===== src/hw/rtl/dopr_pkg.sv =====
// Shared types and constants for the dual overwriting packet ring.
// Used by dopr_ring and dual_overwriting_packet_ring_core; no dependencies.
package dopr_pkg;

   localparam int DEF_COORD_DEPTH  = 16;
   localparam int DEF_UPLINK_DEPTH = 16;
   localparam int DEF_PACKET_BITS  = 64;

   localparam int PACKET_PORT_BITS = 64;
   localparam int COUNT_BITS       = 5;
   localparam int POS_BITS         = 4;

   typedef enum logic [1:0] {
      CMD_PUSH = 2'd0,
      CMD_POP  = 2'd1,
      CMD_PEEK = 2'd2
   } cmd_type;

   typedef struct packed {
      logic                  head_valid;
      logic                  overflowed;
      logic [COUNT_BITS-1:0] fill_count;
      logic [POS_BITS-1:0]   read_position;
      logic [POS_BITS-1:0]   write_position;
   } status_type;

endpackage


===== src/hw/rtl/dopr_ring.sv =====
// One overwriting circular packet queue: pointers, flags and packet memory.
// Depends on dopr_pkg for the command codes and the status struct.
module dopr_ring #(
   parameter int DEPTH       = dopr_pkg::DEF_COORD_DEPTH,
   parameter int PACKET_BITS = dopr_pkg::DEF_PACKET_BITS
) (
   input  logic                   clock,
   input  logic                   reset,
   input  logic                   op_valid,
   input  dopr_pkg::cmd_type      cmd,
   input  logic [PACKET_BITS-1:0] packet,
   input  logic                   report_overflow,
   output dopr_pkg::status_type   status,
   output logic [PACKET_BITS-1:0] rdata_ff
);
   import dopr_pkg::*;

   localparam int PW = $clog2(DEPTH);
   localparam int CW = $clog2(DEPTH + 1);
   localparam logic [PW-1:0] LAST = PW'(DEPTH - 1);
   localparam logic [CW-1:0] DEPTH_C = CW'(DEPTH);

   logic [PACKET_BITS-1:0] mem_ff [DEPTH];

   logic [PW-1:0] rd_ff, rd_in, wr_ff, wr_in;
   logic          empty_ff, empty_in, ovf_ff, ovf_in;
   logic [PW-1:0] rd_next, wr_next;
   logic          full;
   logic [CW-1:0] count;
   logic [CW+COUNT_BITS-1:0] count_wide;
   logic [PW+POS_BITS-1:0]   rd_wide, wr_wide;

   assign rd_next = (rd_ff == LAST) ? '0 : rd_ff + 1'b1;
   assign wr_next = (wr_ff == LAST) ? '0 : wr_ff + 1'b1;
   assign full    = !empty_ff && (rd_ff == wr_ff);

   always_comb begin
      rd_in    = rd_ff;
      wr_in    = wr_ff;
      empty_in = empty_ff;
      ovf_in   = ovf_ff;
      status.head_valid = 1'b0;
      status.overflowed = 1'b0;
      case (cmd)
         CMD_PUSH: begin
            wr_in    = wr_next;
            empty_in = 1'b0;
            if (full) begin
               rd_in = rd_next;
            end
            if (full && report_overflow) begin
               ovf_in = 1'b1;
            end
         end
         CMD_POP: begin
            if (!empty_ff) begin
               status.head_valid = 1'b1;
               status.overflowed = ovf_ff;
               rd_in    = rd_next;
               ovf_in   = 1'b0;
               empty_in = (rd_next == wr_ff);
            end
         end
         CMD_PEEK: begin
            if (empty_ff) begin
               ovf_in = 1'b0;
            end else begin
               status.head_valid = 1'b1;
               status.overflowed = ovf_ff;
            end
         end
         default: begin
         end
      endcase

      // count after the operation
      if (empty_in) begin
         count = '0;
      end else if (rd_in < wr_in) begin
         count = CW'(wr_in) - CW'(rd_in);
      end else begin
         count = DEPTH_C - (CW'(rd_in) - CW'(wr_in));
      end
      count_wide = {{COUNT_BITS{1'b0}}, count};
      rd_wide    = {{POS_BITS{1'b0}}, rd_in};
      wr_wide    = {{POS_BITS{1'b0}}, wr_in};
      status.fill_count     = count_wide[COUNT_BITS-1:0];
      status.read_position  = rd_wide[POS_BITS-1:0];
      status.write_position = wr_wide[POS_BITS-1:0];
   end

   always_ff @(posedge clock) begin
      if (reset) begin
         rd_ff    <= '0;
         wr_ff    <= '0;
         empty_ff <= 1'b1;
         ovf_ff   <= 1'b0;
      end else if (op_valid) begin
         rd_ff    <= rd_in;
         wr_ff    <= wr_in;
         empty_ff <= empty_in;
         ovf_ff   <= ovf_in;
      end
   end

   // packet memory: write at the write pointer, read the head every request
   always_ff @(posedge clock) begin
      if (op_valid && cmd == CMD_PUSH) begin
         mem_ff[wr_ff] <= packet;
      end
   end

   always_ff @(posedge clock) begin
      if (op_valid) begin
         rdata_ff <= mem_ff[rd_ff];
      end
   end

endmodule


===== src/hw/rtl/dual_overwriting_packet_ring_core.sv =====
// Top level of the dual overwriting packet ring: two queues, result pipeline.
// Depends on dopr_pkg and dopr_ring.
//
//  channel  dir  handshake            payload
//  req_     in   req_valid/req_stall  cmd, queue_select, packet_word, report_overflow
//  rsp_     out  rsp_valid/rsp_stall  head_valid, head_packet, overflowed,
//                                     fill_count, read_position, write_position
//
// One request per cycle while req_stall is low. A response is held in the stage-1
// register and the packet memory read register, then in the output register.
// Pointers and flags update at the accepting edge, so the next request sees them.
// Reset is synchronous; both queues come out empty with pointers at zero.
// A stalled response holds the pipeline; req_stall rises only when both stages are full.
module dual_overwriting_packet_ring_core #(
   parameter int COORD_DEPTH  = dopr_pkg::DEF_COORD_DEPTH,
   parameter int UPLINK_DEPTH = dopr_pkg::DEF_UPLINK_DEPTH,
   parameter int PACKET_BITS  = dopr_pkg::DEF_PACKET_BITS
) (
   input  logic                                  clock,
   input  logic                                  reset,
   input  logic                                  req_valid,
   output logic                                  req_stall,
   input  logic [1:0]                            req_cmd,
   input  logic                                  req_queue_select,
   input  logic [dopr_pkg::PACKET_PORT_BITS-1:0] req_packet_word,
   input  logic                                  req_report_overflow,
   output logic                                  rsp_valid,
   input  logic                                  rsp_stall,
   output logic                                  rsp_head_valid,
   output logic [dopr_pkg::PACKET_PORT_BITS-1:0] rsp_head_packet,
   output logic                                  rsp_overflowed,
   output logic [dopr_pkg::COUNT_BITS-1:0]       rsp_fill_count,
   output logic [dopr_pkg::POS_BITS-1:0]         rsp_read_position,
   output logic [dopr_pkg::POS_BITS-1:0]         rsp_write_position
);
   import dopr_pkg::*;

   logic       req_accept, out_adv;
   cmd_type    cmd;
   status_type coord_status, uplink_status;
   logic [PACKET_BITS-1:0] coord_rdata, uplink_rdata, head_rdata;
   logic [PACKET_PORT_BITS-1:0] head_ext;

   logic       s1_valid_ff, s1_valid_in;
   logic       s1_sel_ff;
   status_type s1_status_ff;

   logic                        rsp_valid_ff, rsp_valid_in;
   status_type                  rsp_status_ff;
   logic [PACKET_PORT_BITS-1:0] rsp_packet_ff;

   assign cmd        = cmd_type'(req_cmd);
   assign out_adv    = !rsp_valid_ff || !rsp_stall;
   assign req_stall  = s1_valid_ff && !out_adv;
   assign req_accept = req_valid && !req_stall;

   dopr_ring #(
      .DEPTH       (COORD_DEPTH),
      .PACKET_BITS (PACKET_BITS)
   ) u_coord (
      .clock           (clock),
      .reset           (reset),
      .op_valid        (req_accept && !req_queue_select),
      .cmd             (cmd),
      .packet          (req_packet_word[PACKET_BITS-1:0]),
      .report_overflow (req_report_overflow),
      .status          (coord_status),
      .rdata_ff        (coord_rdata)
   );

   dopr_ring #(
      .DEPTH       (UPLINK_DEPTH),
      .PACKET_BITS (PACKET_BITS)
   ) u_uplink (
      .clock           (clock),
      .reset           (reset),
      .op_valid        (req_accept && req_queue_select),
      .cmd             (cmd),
      .packet          (req_packet_word[PACKET_BITS-1:0]),
      .report_overflow (req_report_overflow),
      .status          (uplink_status),
      .rdata_ff        (uplink_rdata)
   );

   assign s1_valid_in  = req_accept || (s1_valid_ff && !out_adv);
   assign rsp_valid_in = s1_valid_ff || (rsp_valid_ff && rsp_stall);
   assign head_rdata   = s1_sel_ff ? uplink_rdata : coord_rdata;

   always_comb begin
      head_ext = '0;
      if (s1_status_ff.head_valid) begin
         head_ext[PACKET_BITS-1:0] = head_rdata;
      end
   end

   always_ff @(posedge clock) begin
      if (reset) begin
         s1_valid_ff  <= 1'b0;
         rsp_valid_ff <= 1'b0;
      end else begin
         s1_valid_ff  <= s1_valid_in;
         rsp_valid_ff <= rsp_valid_in;
      end
   end

   always_ff @(posedge clock) begin
      if (req_accept) begin
         s1_sel_ff    <= req_queue_select;
         s1_status_ff <= req_queue_select ? uplink_status : coord_status;
      end
      if (s1_valid_ff && out_adv) begin
         rsp_status_ff <= s1_status_ff;
         rsp_packet_ff <= head_ext;
      end
   end

   assign rsp_valid          = rsp_valid_ff;
   assign rsp_head_valid     = rsp_status_ff.head_valid;
   assign rsp_head_packet    = rsp_packet_ff;
   assign rsp_overflowed     = rsp_status_ff.overflowed;
   assign rsp_fill_count     = rsp_status_ff.fill_count;
   assign rsp_read_position  = rsp_status_ff.read_position;
   assign rsp_write_position = rsp_status_ff.write_position;

   a_no_head_is_clean: assert property (@(posedge clock) disable iff (reset)
      rsp_valid_ff && !rsp_head_valid |-> rsp_head_packet == '0 && !rsp_overflowed)
      else $error("response without head carries data or overflow");

   a_accept_fills_stage: assert property (@(posedge clock) disable iff (reset)
      req_accept |=> s1_valid_ff)
      else $error("accepted request lost before the response stage");

   a_stage_holds: assert property (@(posedge clock) disable iff (reset)
      s1_valid_ff && !out_adv |=> s1_valid_ff && $stable(s1_status_ff) && $stable(s1_sel_ff))
      else $error("pending request changed while the response was stalled");

endmodule

===== config.mk =====
export PLATFORM = sky130hd
export DESIGN_NAME = dual_overwriting_packet_ring_core
export DESIGN_NICKNAME = d
export VERILOG_FILES = /design/src/hw/rtl/dopr_pkg.sv /design/src/hw/rtl/dopr_ring.sv /design/src/hw/rtl/dual_overwriting_packet_ring_core.sv
export SDC_FILE = /design/constraint.sdc
export NUM_CORES = 2
export LEC_CHECK = 0
export BUFFER_PORTS_ARGS = -buffer_cell sky130_fd_sc_hd__buf_4
export CAP_MARGIN = 10
export CELL_PAD_IN_SITES_DETAIL_PLACEMENT = 0
export CELL_PAD_IN_SITES_GLOBAL_PLACEMENT = 2
export CORE_MARGIN = 1
export CORE_UTILIZATION = 51
export DETAILED_ROUTE_END_ITERATION = 8
export GPL_TIMING_DRIVEN = 0
export MAX_ROUTING_LAYER = met4
export PLACE_DENSITY = 0.84
export SLEW_MARGIN = 10
export SYNTH_ARGS = -nofsm -noshare
export SYNTH_HDL_FRONTEND = slang
export SYNTH_SLANG_ARGS = --single-unit

===== constraint.sdc =====
create_clock -name clock -period 9.25 [get_ports clock]
set_input_delay 1.3875 -clock clock [delete_from_list [all_inputs] [get_ports clock]]
set_output_delay 1.3875 -clock clock [all_outputs]
set_load 0.005 [all_outputs]

; ---- Yosys cells after proc, flatten, opt, wreduce, memory -nomap -nowiden
; Memory sizes are Yosys's and may differ from the RTL's. A register that Yosys moved wholly into a read port is not among the register bits.
; Cells that the tools add are included.
[word_totals]
ff_bits = 117
ramBits = 2048
output_inout_bits = 81
word_cells = 117
memories = 2
[memory_table]
columns = memory, words, width, read_ports, rd_clocked_by_memory_dff, wr, line
row1 = u_coord.mem_ff, 16, 64, 1, 1, 1, dopr_ring.sv:23  ; logic [PACKET_BITS-1:0] mem_ff [DEPTH];
row2 = u_uplink.mem_ff, 16, 64, 1, 1, 1, dopr_ring.sv:23
[classes]
n_addsub = 10
order_cmp = 2
eq_ne = 16
n_mux = 38
n_reduce_logical = 27
[ops]
columns = cell, count
row1 = $mux W64, 1
row2 = $mux W4, 10
row3 = $mux W5, 4
row4 = $sub A4 B4 Y5, 4
row5 = $add A4 B1 Y4 const B, 4
row6 = $eq A4 B4 Y1, 4
row7 = $eq A4 B4 Y1 const B, 4
row8 = $pmux W4 S2, 2
row9 = $mux W15, 1
row10 = $logic_and A1 B1 Y1, 12
row11 = $mux W1, 12
row12 = $reduce_and A5 Y1, 2
row13 = $sub A5 B5 Y5 const A, 2
row14 = $lt A4 B4 Y1, 2
row15 = $mux W2, 4
row16 = $ne A2 B1 Y1 const B, 4
row17 = $logic_not A1 Y1, 7
row18 = $pmux W1 S3, 2
row19 = $ne A2 B2 Y1 const B, 2
row20 = $pmux W1 S2, 2
row21 = $logic_or A1 B1 Y1, 3
row22 = $reduce_bool A3 Y1, 1
row23 = $eq A2 B1 Y1 const B, 1
row24 = $eq A2 B2 Y1 const B, 1
row25 = 2 further kinds, 2

; ---- Logic depth before layout (Yosys ltp)
[depth]
depth_word = 10
ltp_mapped = 14
ltp_nobuf = 14

; ---- Modules after synthesis
; A second synthesis with hierarchy kept.
[unflattened]
hier_cells = 3588
area_unflattened_um2 = 87467.6
[modules_own_cells]
columns = mod, n_inst, cells_per_inst, area_each_um2, seq_area_each_um2
row1 = dopr_ring (u_uplink), 1, 1658, 41638.7, 32871.5
row2 = dopr_ring (u_coord), 1, 1664, 41526.1, 32871.5
row3 = dual_overwriting_packet_ring_core, 1, 266, 4302.9, 2892.8

; ---- Worst setup path after synthesis
; Ideal clock, no wire load.
[synth_timing]
kind = input to register
startpoint = input req_queue_select
endpoint = memory u_coord.mem_ff[2][0] in the netlist's numbering (enable)
t_arrival_ns = 7.706
required_ns = 8.686
path_slack_ns = 0.980
stages = 6
path_cell_list = clkbuf_1 -> nand2b_1 -> nor2_1 -> buf_2 -> nand3_1 -> nor3_1
[synth_via]
elab_chain_len = 5
[synth_lines]
columns = item, line
row1 = start: declaration, dual_overwriting_packet_ring_core.sv:24  ; input logic req_queue_select,
row2 = $logic_not A1 Y1, dual_overwriting_packet_ring_core.sv:63  ; .op_valid (req_accept && !req_queue_select),
row3 = $logic_and A1 B1 Y1, dual_overwriting_packet_ring_core.sv:63
row4 = named net u_coord.op_valid, dopr_ring.sv:9  ; input logic op_valid,
row5 = $logic_and A1 B1 Y1, dopr_ring.sv:108  ; if (op_valid && cmd == CMD_PUSH) begin
row6 = $mux W1, dopr_ring.sv:108
row7 = $mux W1 (not written as such), dopr_ring.sv:109  ; mem_ff[wr_ff] <= packet;
row8 = end: declaration, dopr_ring.sv:23
; The timed path passes the listed nets, and every way through them passes these cells.

; ---- Final worst setup path
[layout_timing]
startpoint = input req_queue_select
endpoint = memory u_coord.mem_ff[2][29] in the netlist's numbering (enable)
; Same word-level chain as after synthesis.

==> impl_metrics.yaml <==
synthesis:
  syn_avg_cell_area_um2: 24.58
  ys_types: 61
  synth_fp_nets: 3632
  synth_edf_count: 2271
  syn_inst: 3536
  ys_seq_area_share_pct: 78.97
  ys.flop_type: "edfxtp_1"
  ys_ff_latch: 2293
  netlist_area_um2: 86920
  yosysWarnings: 0
  async_flop_share_pct: 0
timing:
  slew_violations: 0
  skew_ns: 0.05320
  fin_crit_sh_pct: 50.33
  rsz0062_at_grt: "false"
  finalCriticalPeriod_ns: 4.656
  maxSlewHeadroom_pct: 23.44
  max_freq_mhz: 214.8
  setup_viol: 0
  finalHoldViolCount: 0
  worst_slew_pin_slew_ns: 1.148
  setup_tns_ns: 0
floorplan:
  io_pins: 153
  die_h_um: 414.8
  die_w_um: 414.8
  start_util_pct: 51.34
  row_count: 151
  die_area_um2: 172100
  core_area_um2: 169300
setup_path:
  worst_setup_path_end_kind: "flip-flop"
  cp_max_fo: 37
  crit_top_cell: "buf_4"
  crit_family: "buffers and inverters"
  path_buf_inv: 7
  cp_slowest_cell: "buf_4"
  cp_slowest_stage_delay_ns: 0.64
  startpoint_type: "input pin"
  path_class: "in -> reg"
  worstPathArrival_ns: 5.19
  crit_required_ns: 9.79
  crit_chain: "buf_4 -> clkbuf_1 -> nand2b_1 -> nor2_1 -> buf_4 -> nand3_1 -> nor3_2 -> buf_4 -> buf_4 -> buf_4 -> buf_4"
power:
  cellPowerDensity_nw_per_um2: 211.4
  p_leak_nw: 31.13
  peakVddDrop_uv: 204.0
detailed_routing:
  vias_per_cell: 6.138
  drt-initial-drc-count: 4571
  wire_per_inst_um: 30.83
  drtAntennaViolNets: 0
  routed_wl_um: 199200
  via_count: 39660
  drc: 0
  drt-pass1-iter-count: 5
clock_tree:
  clock_latency_ns: 0.89
  cts_hold_buffers: 0
  clockBufferDepth: 3
  cts_sinks: 2293
  cts_buffers: 217
  post_cts_buffers: 0
  htree_levels: 4
  cts_tree: "built"
  cts-root-buf: "clkbuf_16"
  clkTransAtPathRegs_ns: 0.07
  cts-resized-gates: 0
placement:
  io_buffers: 152
  dp.cells: 6056
  dp_hpwl_um: 129900
  gp_congestion: 0.7808
grt:
  overflow: 0
  antenna_found_initial: 5
  grt_first_pass_wirelength_um: 288100
  grt_usage_pct: 24.20
  grt_max_degree: 40
  grt_pass1_vias: 41060
finish:
  layout_common_cells: "edfxtp_1, mux4_2, buf_4, clkbuf_16, clkbuf_1"
  final_layout_size_suffix_gt1_share_pct: 32.44
  fin_nets: 4153
  area_delta_synth_final_pct: 15.53
  final_common_cell: "edfxtp_1"
  final_cells: 6461
run:
  drv_cap: 0
status:
  status: "completed"
hold_path:
  hp-class: "reg -> reg"
-- worst paths after layout --
path / depth (start not counted) / to / from / slack (ns)
setup / recovery: 11 / u_coord.mem_ff[2][29] / req_queue_select / 4.59
hold / removal: 0 / rsp_fill_count[1] / s1_status_ff[9] / 0.41
setup reg to reg: 10 / u_coord.mem_ff[2][29] / rsp_valid / 5.23
hold reg to reg: 0 / rsp_fill_count[1] / s1_status_ff[9] / 0.41
-- synthesized netlist by cell type, drive strengths merged, types with 2 or more instances --
master,n,area (µm²)
a211oi,7,52.55
a21boi,4,30.03
a21o,3,22.52
a21oi,14,70.07
a221o,2,20.02
a22o,2,17.52
a22oi,2,15.01
a311oi,5,56.31
a31oi,7,43.79
and2,4,25.02
and3,3,18.77
and4b,2,20.02
buf,97,499.2
clkbuf,81,304.0
dfxtp,22,440.4
edfxtp,2271,68200
fa,2,40.04
ha,22,275.3
inv,17,63.81
mux2,4,45.04
mux2i,77,770.7
mux4,638,14370
nand2,20,75.07
nand2b,12,75.07
nand3,14,70.07
nand3b,2,15.01
nand4,2,12.51
nor2,48,180.2
nor2b,69,431.7
nor3,11,55.05
nor4,3,33.78
o211ai,4,30.03
o21ai,14,70.07
o31a,3,26.28
o31ai,4,48.79
o32ai,5,43.79
o41ai,4,53.81
or3,2,17.52
or3b,2,17.52
xnor2,17,148.9
xor2,5,43.79
-- layer usage --
| layer | routed length (µm) | vias to the layer above | track usage, % |
|---|---|---|---|
| li1 | - | 16260 | - |
| met2 | 100100 | 1777 | 38.88 |
| met1 | 76830 | 21300 | 31.26 |
| met4 | 6500 | 0 | 8.299 |
| met5 | 0 | - | - |
| met3 | 15720 | 317 | 4.645 |
-- sequential cells by signal (all words and copies together) (netlist names) --
signal / flops
u_coord.ovf_ff: 1
rsp_fill_count: 5
u_uplink.mem_ff: 1024
u_coord.empty_ff: 1
u_coord.rdata_ff: 64
rsp_write_position: 4
rsp_head_valid: 1
rsp_valid: 1
rsp_head_packet: 64
s1_status_ff: 15
u_coord.mem_ff: 1024
u_uplink.empty_ff: 1
u_uplink.wr_ff: 4
s1_sel_ff: 1
u_coord.wr_ff: 4
u_uplink.ovf_ff: 1
u_uplink.rd_ff: 4
s1_valid_ff: 1
rsp_read_position: 4
u_coord.rd_ff: 4
rsp_overflowed: 1
u_uplink.rdata_ff: 64
-- power by group --
| part | switching (mW) | internal, mW |
|---|---|---|
| Combinational | 0.546 | 0.401 |
| Sequential | 0.0274 | 11.5 |
| Clock | 3.87 | 4.89 |
| Total | 4.44 | 16.8 |
-- area by class of cell --
cell class	count	area [µm²]
flip-flops and latches	2293	68640
multi-input cells	1047	17640
clock buffers	266	5634
repair buffers	302	3425
fillers	11580	68870
clock inverters	135	1401
inverters	18	67.56
diodes	4	10.01
plain buffers	178	822.0
well taps	2218	2775
-- kinds of logic (layout without fill, tap and decap cells) --
| kind of cell | after synthesis | count (layout) | share of synthesized area, % |
|---|---|---|---|
| DFF | 2293 | 2293 | 78.97 |
| adders and majority gates | 24 | 24 | 0.3628 |
| xor gates and xnor gates | 22 | 22 | 0.2217 |
| muxes | 719 | 719 | 17.47 |
| other | 0 | 4 | 0 |
| buffers and inverters | 196 | 899 | 1.002 |
| and+or+nand+nor | 195 | 195 | 1.214 |
| AOI/OAI and AO/OA | 87 | 87 | 0.7616 |
-- stage by stage --
step	utilization, %	worst slack (ns)	hold WS [ns]	cell area (µm²)	total power [mW]
finish	59.32	4.594	0.4082	100400	21.23
global route	59.31	4.434	0.4183	100400	21.77
CTS	59.31	4.634	0.4123	100400	21.36
detailed placement	55.15	3.751	0.4045	93360	12.70
global placement	53.66	-5.875	0.4022	90830	12.68
floorplan	-	0.9798	0.4003	86920	12.29
No activity file was read; power rests on OpenSTA's default activity.
